**config.mk**
```make
export PLATFORM = sky130hd
export DESIGN_NAME = usb_dfu_request_state_machine_unit
export DESIGN_NICKNAME = d
export VERILOG_FILES = /design/src/rtl/udfu_pkg.sv /design/src/rtl/udfu_fsm.sv /design/src/rtl/usb_dfu_request_state_machine_unit.sv
export VERILOG_INCLUDE_DIRS = /design/src /design/src/rtl
export SDC_FILE = /design/constraint.sdc
export NUM_CORES = 1
export LEC_CHECK = 0
export ABC_AREA = 1
export BUFFER_PORTS_ARGS = -buffer_cell sky130_fd_sc_hd__buf_2
export CORE_MARGIN = 2
export CORE_UTILIZATION = 56
export CTS_BUF_LIST = sky130_fd_sc_hd__clkbuf_8
export CTS_CLUSTER_DIAMETER = 150
export DETAILED_ROUTE_END_ITERATION = 10
export MAX_ROUTING_LAYER = met4
export PLACE_DENSITY = 0.87
export SETUP_SLACK_MARGIN = 0.1
export SLEW_MARGIN = 20
export SYNTH_ARGS = -nofsm -noshare
export SYNTH_HDL_FRONTEND = slang
export SYNTH_HIERARCHICAL = 1
export SYNTH_SLANG_ARGS = --single-unit
```
**constraint.sdc**
```tcl
create_clock -name clk_i -period 2.7 [get_ports clk_i]
set_input_delay 0.135 -clock clk_i [delete_from_list [all_inputs] [get_ports clk_i]]
set_output_delay 0.135 -clock clk_i [all_outputs]
set_load 0.05 [all_outputs]
```
**src/rtl/assert_macros.svh**
```systemverilog
// ----------------------------------------------------------------------------
// assert_macros.svh
// Concurrent assertion helpers for the RTL.
// ----------------------------------------------------------------------------
`ifndef ASSERT_MACROS_SVH
`define ASSERT_MACROS_SVH

// check prop at every rising clock edge outside reset
`define ASSERT_CLK(lbl, prop, msg) \
  lbl: assert property (@(posedge clk_i) disable iff (!rst_ni) (prop)) else $error(msg);

// check that prop holds in the cycle after trig
`define ASSERT_NEXT(lbl, trig, prop, msg) \
  lbl: assert property (@(posedge clk_i) disable iff (!rst_ni) (trig) |=> (prop)) \
    else $error(msg);

`endif

```
**src/rtl/udfu_pkg.sv**
```systemverilog
// ----------------------------------------------------------------------------
// udfu_pkg
// Types, codes and helpers of the DFU class-request state machine.
// ----------------------------------------------------------------------------
package udfu_pkg;

  localparam int unsigned PollW = 24;
  localparam int unsigned LenW  = 16;
  localparam int unsigned CfgW  = 32;

  localparam logic [CfgW-1:0] BusyPollReset     = 32'd700;
  localparam logic [CfgW-1:0] ManifestPollReset = 32'd1200;

  typedef enum logic [3:0] {
    ST_APP_IDLE = 4'd0,
    ST_DETACH   = 4'd1,
    ST_IDLE     = 4'd2,
    ST_DN_SYNC  = 4'd3,
    ST_DN_BUSY  = 4'd4,
    ST_DN_IDLE  = 4'd5,
    ST_MAN_SYNC = 4'd6,
    ST_MAN      = 4'd7,
    ST_MAN_WAIT = 4'd8,
    ST_UP_IDLE  = 4'd9,
    ST_ERROR    = 4'd10
  } dfu_state_e;

  localparam logic [3:0] SsOk       = 4'd0;
  localparam logic [3:0] SsFirmware = 4'd10;
  localparam logic [3:0] SsUnknown  = 4'd14;
  localparam logic [3:0] SsStalled  = 4'd15;

  localparam logic [1:0] ActRequest = 2'd0;
  localparam logic [1:0] ActDone    = 2'd1;
  localparam logic [1:0] ActFail    = 2'd2;

  localparam logic [7:0] RqDetach    = 8'd0;
  localparam logic [7:0] RqDnload    = 8'd1;
  localparam logic [7:0] RqUpload    = 8'd2;
  localparam logic [7:0] RqGetStatus = 8'd3;
  localparam logic [7:0] RqClrStatus = 8'd4;
  localparam logic [7:0] RqGetState  = 8'd5;
  localparam logic [7:0] RqAbort     = 8'd6;

  typedef enum logic [2:0] {
    RS_NONE   = 3'd0,
    RS_ACK    = 3'd1,
    RS_STALL  = 3'd2,
    RS_STATUS = 3'd3,
    RS_STATE  = 3'd4,
    RS_DATA   = 3'd5
  } resp_e;

  typedef enum logic [2:0] {
    EC_NONE     = 3'd0,
    EC_DN_START = 3'd1,
    EC_DN_NEXT  = 3'd2,
    EC_CHECK    = 3'd3,
    EC_UP_START = 3'd4,
    EC_UP_NEXT  = 3'd5
  } cmd_e;

  typedef struct packed {
    logic [1:0]      action;
    logic [7:0]      code;
    logic [LenW-1:0] length;
    logic            page_waiting;
    logic            download_done;
    logic            image_dirty;
    logic [3:0]      engine_status;
  } req_t;

  typedef struct packed {
    resp_e            response;
    cmd_e             engine_command;
    logic [3:0]       reply_status;
    logic [3:0]       reply_state;
    logic [PollW-1:0] poll_delay;
    logic [LenW-1:0]  data_length;
    logic             detach_pending;
  } res_t;

  function automatic logic [PollW-1:0] sat_poll(logic [CfgW-1:0] t);
    return (|t[CfgW-1:PollW]) ? {PollW{1'b1}} : t[PollW-1:0];
  endfunction

endpackage

```
**src/rtl/udfu_fsm.sv**
```systemverilog
// ----------------------------------------------------------------------------
// udfu_fsm
// Transition and response logic for one DFU transaction.
// ----------------------------------------------------------------------------
module udfu_fsm (
  input  udfu_pkg::dfu_state_e   state_i,
  input  logic [3:0]             status_i,
  input  udfu_pkg::req_t         req_i,
  input  logic [31:0]            busy_poll_i,
  input  logic [31:0]            manifest_poll_i,
  output udfu_pkg::dfu_state_e   state_o,
  output logic [3:0]             status_o,
  output udfu_pkg::res_t         res_o
);

  logic known;
  logic len_nz;
  logic blocked;
  logic is_getstate;
  logic is_getstatus;

  assign known = state_i inside {udfu_pkg::ST_IDLE, udfu_pkg::ST_DN_SYNC,
                                 udfu_pkg::ST_DN_BUSY, udfu_pkg::ST_DN_IDLE,
                                 udfu_pkg::ST_MAN_SYNC, udfu_pkg::ST_MAN,
                                 udfu_pkg::ST_UP_IDLE, udfu_pkg::ST_ERROR};
  assign len_nz  = |req_i.length;
  assign blocked = state_i inside {udfu_pkg::ST_DN_BUSY, udfu_pkg::ST_MAN};
  assign is_getstate  = (req_i.code == udfu_pkg::RqGetState) && !blocked;
  assign is_getstatus = (req_i.code == udfu_pkg::RqGetStatus) && !blocked;

  // next state and status
  always_comb begin
    state_o  = state_i;
    status_o = status_i;
    case (req_i.action)
      udfu_pkg::ActDone: begin
        if (state_i == udfu_pkg::ST_DN_BUSY) begin
          state_o = udfu_pkg::ST_DN_SYNC;
        end else if (state_i == udfu_pkg::ST_MAN) begin
          state_o = udfu_pkg::ST_MAN_SYNC;
        end
      end
      udfu_pkg::ActFail: begin
        state_o  = udfu_pkg::ST_ERROR;
        status_o = udfu_pkg::SsUnknown;
      end
      udfu_pkg::ActRequest: begin
        if (!known || is_getstate) begin
          state_o = state_i;
        end else if (is_getstatus) begin
          if (state_i == udfu_pkg::ST_DN_SYNC) begin
            status_o = udfu_pkg::SsOk;
            state_o  = req_i.page_waiting ? udfu_pkg::ST_DN_BUSY : udfu_pkg::ST_DN_IDLE;
          end else if (state_i == udfu_pkg::ST_MAN_SYNC) begin
            status_o = udfu_pkg::SsOk;
            state_o  = req_i.download_done ? udfu_pkg::ST_IDLE : udfu_pkg::ST_MAN;
          end
        end else begin
          state_o  = udfu_pkg::ST_ERROR;
          status_o = udfu_pkg::SsStalled;
          case (state_i)
            udfu_pkg::ST_IDLE: begin
              if (req_i.code == udfu_pkg::RqDnload && len_nz) begin
                state_o  = udfu_pkg::ST_DN_SYNC;
                status_o = udfu_pkg::SsOk;
              end else if (req_i.code == udfu_pkg::RqUpload && len_nz) begin
                if (req_i.engine_status == udfu_pkg::SsOk) begin
                  state_o  = udfu_pkg::ST_UP_IDLE;
                  status_o = udfu_pkg::SsOk;
                end else begin
                  status_o = req_i.engine_status;
                end
              end else if (req_i.code == udfu_pkg::RqAbort) begin
                state_o  = state_i;
                status_o = status_i;
              end else if (req_i.code == udfu_pkg::RqDetach) begin
                if (req_i.image_dirty) begin
                  status_o = udfu_pkg::SsFirmware;
                end else begin
                  state_o  = udfu_pkg::ST_DETACH;
                  status_o = udfu_pkg::SsOk;
                end
              end
            end
            udfu_pkg::ST_DN_IDLE: begin
              if (req_i.code == udfu_pkg::RqDnload && len_nz) begin
                state_o  = udfu_pkg::ST_DN_SYNC;
                status_o = udfu_pkg::SsOk;
              end else if (req_i.code == udfu_pkg::RqDnload) begin
                if (req_i.engine_status == udfu_pkg::SsOk) begin
                  state_o  = udfu_pkg::ST_MAN_SYNC;
                  status_o = udfu_pkg::SsOk;
                end else begin
                  status_o = req_i.engine_status;
                end
              end else if (req_i.code == udfu_pkg::RqAbort) begin
                state_o  = udfu_pkg::ST_IDLE;
                status_o = udfu_pkg::SsOk;
              end
            end
            udfu_pkg::ST_UP_IDLE: begin
              if (req_i.code == udfu_pkg::RqUpload) begin
                state_o  = state_i;
                status_o = status_i;
                if (len_nz) begin
                  if (req_i.engine_status == udfu_pkg::SsOk) begin
                    status_o = udfu_pkg::SsOk;
                  end else begin
                    state_o  = udfu_pkg::ST_ERROR;
                    status_o = req_i.engine_status;
                  end
                end
              end else if (req_i.code == udfu_pkg::RqAbort) begin
                state_o  = udfu_pkg::ST_IDLE;
                status_o = udfu_pkg::SsOk;
              end
            end
            udfu_pkg::ST_ERROR: begin
              if (req_i.code == udfu_pkg::RqClrStatus) begin
                state_o  = udfu_pkg::ST_IDLE;
                status_o = udfu_pkg::SsOk;
              end
            end
            default: begin
              state_o  = udfu_pkg::ST_ERROR;
              status_o = udfu_pkg::SsStalled;
            end
          endcase
        end
      end
      default: begin
        state_o  = state_i;
        status_o = status_i;
      end
    endcase
  end

  // response, engine command and reply fields
  always_comb begin
    res_o = '0;
    res_o.response       = udfu_pkg::RS_NONE;
    res_o.engine_command = udfu_pkg::EC_NONE;
    case (req_i.action)
      udfu_pkg::ActFail: begin
        res_o.response = udfu_pkg::RS_STALL;
      end
      udfu_pkg::ActRequest: begin
        if (!known) begin
          res_o.response = udfu_pkg::RS_STALL;
        end else if (is_getstate) begin
          res_o.response = udfu_pkg::RS_STATE;
        end else if (is_getstatus) begin
          res_o.response = udfu_pkg::RS_STATUS;
          if (state_i == udfu_pkg::ST_DN_SYNC && req_i.page_waiting) begin
            res_o.poll_delay = udfu_pkg::sat_poll(busy_poll_i);
          end else if (state_i == udfu_pkg::ST_MAN_SYNC && !req_i.download_done) begin
            res_o.poll_delay = udfu_pkg::sat_poll(manifest_poll_i);
          end
        end else begin
          res_o.response = udfu_pkg::RS_STALL;
          case (state_i)
            udfu_pkg::ST_IDLE: begin
              if (req_i.code == udfu_pkg::RqDnload && len_nz) begin
                res_o.response       = udfu_pkg::RS_DATA;
                res_o.engine_command = udfu_pkg::EC_DN_START;
                res_o.data_length    = req_i.length;
              end else if (req_i.code == udfu_pkg::RqUpload && len_nz) begin
                res_o.engine_command = udfu_pkg::EC_UP_START;
                res_o.response = (req_i.engine_status == udfu_pkg::SsOk) ?
                                 udfu_pkg::RS_NONE : udfu_pkg::RS_STALL;
              end else if (req_i.code == udfu_pkg::RqAbort) begin
                res_o.response = udfu_pkg::RS_ACK;
              end else if (req_i.code == udfu_pkg::RqDetach) begin
                res_o.response = req_i.image_dirty ? udfu_pkg::RS_STALL : udfu_pkg::RS_ACK;
              end
            end
            udfu_pkg::ST_DN_IDLE: begin
              if (req_i.code == udfu_pkg::RqDnload && len_nz) begin
                res_o.response       = udfu_pkg::RS_DATA;
                res_o.engine_command = udfu_pkg::EC_DN_NEXT;
                res_o.data_length    = req_i.length;
              end else if (req_i.code == udfu_pkg::RqDnload) begin
                res_o.response       = udfu_pkg::RS_ACK;
                res_o.engine_command = udfu_pkg::EC_CHECK;
              end else if (req_i.code == udfu_pkg::RqAbort) begin
                res_o.response = udfu_pkg::RS_ACK;
              end
            end
            udfu_pkg::ST_UP_IDLE: begin
              if (req_i.code == udfu_pkg::RqUpload) begin
                res_o.response = udfu_pkg::RS_NONE;
                if (len_nz) begin
                  res_o.engine_command = udfu_pkg::EC_UP_NEXT;
                  if (req_i.engine_status != udfu_pkg::SsOk) begin
                    res_o.response = udfu_pkg::RS_STALL;
                  end
                end
              end else if (req_i.code == udfu_pkg::RqAbort) begin
                res_o.response = udfu_pkg::RS_ACK;
              end
            end
            udfu_pkg::ST_ERROR: begin
              if (req_i.code == udfu_pkg::RqClrStatus) begin
                res_o.response = udfu_pkg::RS_ACK;
              end
            end
            default: begin
              res_o.response = udfu_pkg::RS_STALL;
            end
          endcase
        end
      end
      default: begin
        res_o.response = udfu_pkg::RS_NONE;
      end
    endcase
    if (res_o.response == udfu_pkg::RS_STATUS) begin
      res_o.reply_status = status_o;
    end
    if (res_o.response == udfu_pkg::RS_STATUS || res_o.response == udfu_pkg::RS_STATE) begin
      res_o.reply_state = state_o;
    end
    res_o.detach_pending = (state_o == udfu_pkg::ST_DETACH);
  end

endmodule

```
**src/rtl/usb_dfu_request_state_machine_unit.sv**
```systemverilog
// ----------------------------------------------------------------------------
// usb_dfu_request_state_machine_unit
// Device-side DFU 1.1 class-request state machine with poll-time registers.
// ----------------------------------------------------------------------------
// The state transition and the whole result of a transaction are computed
// from the input ports and the DFU state register and land in the result
// register at the accepting edge. A new transaction is accepted every
// cycle while the result register is empty or being drained, so the
// sustained rate is one transaction per clock.
// Poll-time registers sit at byte addresses 0 and 4 on the APB port.
module usb_dfu_request_state_machine_unit (
  input  logic        clk_i,
  input  logic        rst_ni,
  input  logic        psel,
  input  logic        penable,
  input  logic        pwrite,
  input  logic [2:0]  paddr,
  input  logic [31:0] pwdata,
  output logic [31:0] prdata,
  output logic        pready,
  input  logic        in_valid_i,
  output logic        in_ready_o,
  input  logic [1:0]  action_i,
  input  logic [7:0]  request_code_i,
  input  logic [15:0] request_length_i,
  input  logic        page_waiting_i,
  input  logic        download_done_i,
  input  logic        image_dirty_i,
  input  logic [3:0]  engine_status_i,
  output logic        out_valid_o,
  input  logic        out_ready_i,
  output logic [2:0]  response_o,
  output logic [2:0]  engine_command_o,
  output logic [3:0]  reply_status_o,
  output logic [3:0]  reply_state_o,
  output logic [23:0] poll_delay_o,
  output logic [15:0] data_length_o,
  output logic        detach_pending_o
);

  `include "assert_macros.svh"

  logic [31:0]          busy_poll_q;
  logic [31:0]          manifest_poll_q;
  udfu_pkg::dfu_state_e state_q, state_d;
  logic [3:0]           status_q, status_d;
  udfu_pkg::req_t       req;
  udfu_pkg::res_t       res_d, res_q;
  logic                 out_valid_q;
  logic                 in_fire;
  logic                 cfg_wr;

  assign pready = 1'b1;
  assign cfg_wr = psel && penable && pwrite && pready;
  assign prdata = paddr[2] ? manifest_poll_q : busy_poll_q;

  always_ff @(posedge clk_i or negedge rst_ni) begin
    if (!rst_ni) begin
      busy_poll_q     <= udfu_pkg::BusyPollReset;
      manifest_poll_q <= udfu_pkg::ManifestPollReset;
    end else if (cfg_wr) begin
      if (paddr[2]) begin
        manifest_poll_q <= pwdata;
      end else begin
        busy_poll_q <= pwdata;
      end
    end
  end

  assign req.action        = action_i;
  assign req.code          = request_code_i;
  assign req.length        = request_length_i;
  assign req.page_waiting  = page_waiting_i;
  assign req.download_done = download_done_i;
  assign req.image_dirty   = image_dirty_i;
  assign req.engine_status = engine_status_i;

  udfu_fsm u_fsm (
    .state_i         (state_q),
    .status_i        (status_q),
    .req_i           (req),
    .busy_poll_i     (busy_poll_q),
    .manifest_poll_i (manifest_poll_q),
    .state_o         (state_d),
    .status_o        (status_d),
    .res_o           (res_d)
  );

  assign in_ready_o = !out_valid_q || out_ready_i;
  assign in_fire    = in_valid_i && in_ready_o;

  always_ff @(posedge clk_i or negedge rst_ni) begin
    if (!rst_ni) begin
      state_q     <= udfu_pkg::ST_IDLE;
      status_q    <= udfu_pkg::SsOk;
      out_valid_q <= 1'b0;
    end else begin
      if (in_fire) begin
        state_q     <= state_d;
        status_q    <= status_d;
        out_valid_q <= 1'b1;
      end else if (out_ready_i) begin
        out_valid_q <= 1'b0;
      end
    end
  end

  always_ff @(posedge clk_i) begin
    if (in_fire) begin
      res_q <= res_d;
    end
  end

  assign out_valid_o      = out_valid_q;
  assign response_o       = res_q.response;
  assign engine_command_o = res_q.engine_command;
  assign reply_status_o   = res_q.reply_status;
  assign reply_state_o    = res_q.reply_state;
  assign poll_delay_o     = res_q.poll_delay;
  assign data_length_o    = res_q.data_length;
  assign detach_pending_o = res_q.detach_pending;

  `ASSERT_CLK(a_no_app_state,
              state_q != udfu_pkg::ST_APP_IDLE && state_q != udfu_pkg::ST_MAN_WAIT,
              "unreachable DFU state entered")
  `ASSERT_CLK(a_detach_match,
              !out_valid_q || (detach_pending_o == (state_q == udfu_pkg::ST_DETACH)),
              "detach flag disagrees with state")
  `ASSERT_NEXT(a_fail_error, in_fire && action_i == udfu_pkg::ActFail,
               state_q == udfu_pkg::ST_ERROR && status_q == udfu_pkg::SsUnknown,
               "failed reply did not enter error")
  `ASSERT_CLK(a_poll_state,
              !out_valid_q || poll_delay_o == '0 || state_q == udfu_pkg::ST_DN_BUSY ||
              state_q == udfu_pkg::ST_MAN,
              "poll timeout outside busy or manifest")

endmodule

```
Word-level counts from Yosys, hierarchy flattened
Index checks and enable logic that the tools add are counted.

Input port bits: 75. Bits in registers: 128. Output and inout port bits: 90. Logic and storage cells: 140.

Reduce and logical (&&, ||, !) cells: 32. Muxes and demuxes: 71. Equal/unequal tests: 19. Bitwise operators: 6.

Operators by type and width (count): $mux 4 (35); $mux 24 (4); $mux 32 (1); $pmux 4 s4 (2); $mux 3 (9); $eq 8x3->1 const B (3); $mux 2 (9); $eq 4x3->1 const B (4); $eq 8x2->1 const B (2); $reduce_or 16->1 (1); $reduce_or 8->1 (2); $mux 6 (2); $pmux 3 s4 (1); $pmux 4 s3 (1); $logic_and 1x1->1 (9); $pmux 3 s3 (1); $eq 4x2->1 const B (2); $eq 4x4->1 const B (2); $eq 8x1->1 const B (1); $logic_not 8->1 (1); $pmux 4 s2 (1); $reduce_bool 8->1 (1); $reduce_or 4->1 (2); $not 1->1 (6); other kinds (17) (26).

Depth between registers and ports, before layout
Depth after elaboration: 12. Depth in mapped cells: 17. Depth with buffers taken out: 17.

Modules after synthesis
The synthesis kept the hierarchy.

By module, submodules not included: usb_dfu_request_state_machine_unit (area each 5026.1 um^2, times used 1, cells each 480, sequential area each 3492.1 um^2); udfu_fsm (area each 2025.7 um^2, times used 1, cells each 425, sequential area each 0.0 um^2).

Worst setup path after synthesis
OpenSTA, ideal clock, no wires.

Kind: register -> register. Start: register out_valid_q, in the netlist out_valid_o. End: register res_q, in the netlist data_length_o[0], enable pin. Clock period less this slack: 2758 ps. Data required time: 2260 ps. Path buffers: 0. Library setup time: 440 ps. Arrival: 2319 ps. Cell stages (with the launch flop): 2. Path slack: -58 ps. Cell sequence: dfrtp_1 -> a21oi_2.

Longest elaborated chain between the ends: 3.

RTL lines: start: declaration (RTL line usb_dfu_request_state_machine_unit.sv:49) `logic out_valid_q;`; start signal: assignment (RTL line usb_dfu_request_state_machine_unit.sv:96) `out_valid_q <= 1'b0;`; start signal: assignment (RTL line usb_dfu_request_state_machine_unit.sv:101) `out_valid_q <= 1'b1;`; start signal: assignment (RTL line usb_dfu_request_state_machine_unit.sv:103) `out_valid_q <= 1'b0;`; $logic_not 1->1 (RTL line usb_dfu_request_state_machine_unit.sv:89) `assign in_ready_o = !out_valid_q || out_ready_i;`; $logic_or 1x1->1 (RTL line usb_dfu_request_state_machine_unit.sv:89); $logic_and 1x1->1 (RTL line usb_dfu_request_state_machine_unit.sv:90) `assign in_fire = in_valid_i && in_ready_o;`; via in_fire (RTL line usb_dfu_request_state_machine_unit.sv:50) `logic in_fire;`; end signal: assignment (RTL line usb_dfu_request_state_machine_unit.sv:110) `res_q <= res_d;`; end: declaration (RTL line usb_dfu_request_state_machine_unit.sv:48) `udfu_pkg::res_t res_d, res_q;`.

The timed path passes the listed nets, and every way through them passes these cells. A chain may end at the register's enable or synchronous reset.

Final worst setup path
Start: register state_q[1]. End: register res_q, in the netlist reply_state_o[3], data pin.

Longest elaborated chain between the ends: 10. Elaborated cells between the ends (all ways): 31. Classes of those cells: eq/ne (10); mux (13); reduce/logical (8).

RTL lines: start: declaration (RTL line usb_dfu_request_state_machine_unit.sv:45) `udfu_pkg::dfu_state_e state_q, state_d;`; start signal: assignment (RTL line usb_dfu_request_state_machine_unit.sv:94) `state_q <= udfu_pkg::ST_IDLE;`; start signal: assignment (RTL line usb_dfu_request_state_machine_unit.sv:99) `state_q <= state_d;`; $eq 4x3->1 (on tied branches); $reduce_bool 2->1 (RTL line udfu_fsm.sv:27) `assign blocked = state_i inside {udfu_pkg::ST_DN_BUSY, udfu_pkg::ST_MAN};`; $logic_not 1->1 (RTL line udfu_fsm.sv:28, udfu_fsm.sv:29); $logic_and 1x1->1 (RTL line udfu_fsm.sv:29) `assign is_getstatus = (req_i.code == udfu_pkg::RqGetStatus) && !blocked;`; $mux 3 (RTL line udfu_fsm.sv:152) `end else if (is_getstatus) begin`; $mux 3 (RTL line udfu_fsm.sv:150) `end else if (is_getstate) begin`; $mux 3 (RTL line udfu_fsm.sv:148) `if (!known) begin`; $pmux 3 s2 (RTL line udfu_fsm.sv:143) `case (req_i.action)`; $eq 3x2->1 / $eq 3x3->1 (equally long branches) (RTL line udfu_fsm.sv:220) `if (res_o.response == udfu_pkg::RS_STATUS || res_o.response == udfu_pkg::RS_STATE) begin`; $logic_or 1x1->1 (RTL line udfu_fsm.sv:220).

Parallel ways exist; a longest one is shown, timed or not.

==> results_dict.tcl <==
set metrics [dict create \
    status "finished clean" \
    ant_nets 0 \
    post-cts-setup-buffers 0 \
    worst-setup-path-type "register to register" \
    yosysWarnings 6 \
    drt_wl_total_um 20500 \
    critPathLaunch "state_q[1]" \
    dieHeight_um 116 \
    diodes 0 \
    worstReg2RegEnd "reply_state_o[3]" \
    htree_levels 4 \
    cp_max_fo 8 \
    arrival_ns 2.48 \
    globalplace.congestion 0.943 \
    fp.dieW_um 116 \
    final_cell_count_no_fill 1280 \
    die_area_um2 13500 \
    rows 40 \
    layout.nets 1174 \
    r2r-start "state_q[1]" \
    viasPerCell 5.49 \
    numPortBuffers 161 \
    maxClockFrequency_mhz 436 \
    critPathRequiredTime_ns 2.88 \
    syn_nets 980 \
    fin_ws_ns 0.405 \
    layout_common_cells "353 x nand2_1, 160 x buf_2, 87 x nand3_1" \
    cts_tree "done" \
    route.vias.total 7024 \
    ys_ff_latch 128 \
    crit_end "reply_state_o[3]" \
    first_global_vias 6726 \
    hp-start "request_length_i[0]" \
    worstSetupStartpointType "register" \
    hold_violations 0 \
    grt.total_usage_pct 32.6 \
    synth_cell_type_count 34 \
    powerDensity_nw_per_um2 683 \
    setup_violations 0 \
    max_cap_viol_count 0 \
    antenna_found_initial 0 \
    dpl.cell_count 1207 \
    clkSlewWorstSetupHoldPaths_ns 0.07 \
    drt_iter0_markers 677 \
    drcViolationCount 0 \
    skew_ns 0.0143 \
    layout_commonest_cell "nand2_1" \
    worst_slew_margin_rel_pct 37.2 \
    critPathCaptureType "register" \
    initial_utilization_pct 58.0 \
    p_leak_nw 4.42 \
    regToRegSetupSlack_ns 0.41 \
    cts_sinks 128 \
    yosysSeqAreaShare_pct 49.5 \
    drive_above_1_share_pct 23.0 \
    cts.root.buffer_cell "clkbuf_8" \
    coreArea_um2 12200 \
    grt_max_degree 74 \
    hold_depth 3 \
    post-route-min-period_ns 2.29 \
    min_path_type "primary input to register" \
    overflow 0 \
    drv_slew 0 \
    io_pins 165 \
    clockBufferDepth 2 \
    reg2reg_depth 11 \
    finalCritPeriodShare_pct 85.0 \
    wl_per_cell_um 16.0 \
    hpwl_um 12700 \
    place_worst_setup_slack_ns 0.486 \
    area_delta_synth_final_pct 24.1 \
    ir_drop_mv 0.711 \
    clock_latency_ns 0.45 \
    rsz0062_at_grt "false" \
    grt_first_pass_wirelength_um 32800 \
    syn_avg_cell_area_um2 7.79 \
    cts_made_buffers 17 \
    worst_slew_pin_slew_ns 0.943 \
    synth_cells 905 \
    tns_ns 0 \
    dr.pass1.iters 5 \
    synth_area_um2 7050 \
]
[critical path: stages, from the launching register on]
cell	delay, ns
dfstp_2	0.62
nand2_1	0.16
inv_1	0.13
nand2_1	0.13
nand3_1	0.16
nand2_1	0.06
nor2_1	0.27
nand4_1	0.14
nand2_1	0.08
nand2_1	0.04
nand2_1	0.14
nor2_1	0.09
[flip-flops by register name, summed over array words and instances, names as in the netlist]
signal,flops
busy_poll_q,32
data_length_o,16
detach_pending_o,1
engine_command_o,3
manifest_poll_q,32
out_valid_o,1
poll_delay_o,24
reply_state_o,4
reply_status_o,4
response_o,3
state_q,4
status_q,4
[report_power, final]
| part | total [W] | leakage (nW) | internal (W) | switching, W |
|---|---|---|---|---|
| Combinational | 0.00176 | 2.77 | 0.000488 | 0.00127 |
| Sequential | 0.00254 | 1.44 | 0.00231 | 0.000232 |
| Clock | 0.00168 | 0.215 | 0.000945 | 0.000734 |
[cells by family after synthesis]
family | after synthesis | share of synthesized area (%)
other | 1 | 0.0532
AND/OR/NAND/NOR | 542 | 33.1
flip-flops | 128 | 49.5
buffers and inverters | 113 | 7.88
AO/OA/AOI/OAI | 121 | 9.47
[routing by layer]
metal,part of all wire (%),vias to the layer above,GRT usage [%]
met1,39,3232,39.4
li1,-,3333,-
met3,9.1,57,7.58
met4,2.6,0,13.3
met2,50,402,53.0
met5,0,-,-
[how the worst min path moves through the flow]
stage / to / slack [ns]
after detailed placement: busy_poll_q[15] / 0.32
after CTS: data_length_o[0] / 0.001
after global placement: manifest_poll_q[18] / 0.32
after floorplan: busy_poll_q[0] / -0.16
after global routing: data_length_o[7] / 0.01
final: data_length_o[0] / 0.02
[timing repair]
item | in CTS | in global routing
hold buffers | 41 | 0
endpoints found under the hold margin | 133 | 0
gates resized for setup | 0 | 0
endpoints found under the setup margin | 0 | 0
[cell type report]
type	count	area [um2]
Timing Repair Buffer	215	1350
Sequential cell	128	3490
Clock buffer	19	262
Fill cell	945	3410
Tap cell	168	210
Clock inverter	13	145
Inverter	73	275
Multi-Input combinational cell	664	3010
[cell usage after synthesis]
master | instances | share of area, %
dfrtp_1 | 62 | 22
buf_4 | 1 | 0.11
nor2_8 | 1 | 0.28
dfstp_2 | 11 | 4.1
o211ai_1 | 1 | 0.11
a21oi_1 | 34 | 2.4
a31oi_1 | 3 | 0.27
inv_1 | 64 | 3.4
nor2_4 | 5 | 0.80
buf_6 | 15 | 2.4
nand3_4 | 3 | 0.75
a211oi_1 | 1 | 0.11
nor4_1 | 5 | 0.44
conb_1 | 1 | 0.053
nor3_1 | 6 | 0.43
inv_2 | 8 | 0.43
clkbuf_1 | 13 | 0.69
o21ai_0 | 65 | 4.6
nand2_4 | 1 | 0.16
o31ai_1 | 1 | 0.11
nand2_1 | 353 | 19
buf_2 | 11 | 0.78
o21ai_1 | 2 | 0.14
nor2_2 | 3 | 0.27
nand3_2 | 2 | 0.28
nand2_2 | 4 | 0.35
edfxtp_1 | 55 | 23
a21oi_2 | 13 | 1.6
nor2_1 | 63 | 3.4
nand3_1 | 87 | 6.2
nand4_1 | 8 | 0.71
o21bai_1 | 1 | 0.11
nand2_8 | 1 | 0.28
clkinv_2 | 1 | 0.071
[stage by stage]
step | hold WS, ns | total power [W] | area, um2 | util, %
after CTS | 0.00147 | 0.00595 | 8750 | 72.0
after global placement | 0.320 | 0.00419 | 7940 | 65.2
after detailed placement | 0.322 | 0.00423 | 7940 | 65.2
after global routing | 0.0133 | 0.00626 | 8750 | 72.0
final | 0.0216 | 0.00598 | 8750 | 72.0
after floorplan | -0.161 | 0.00377 | 7060 | -
(Power assumes the default switching activity.)
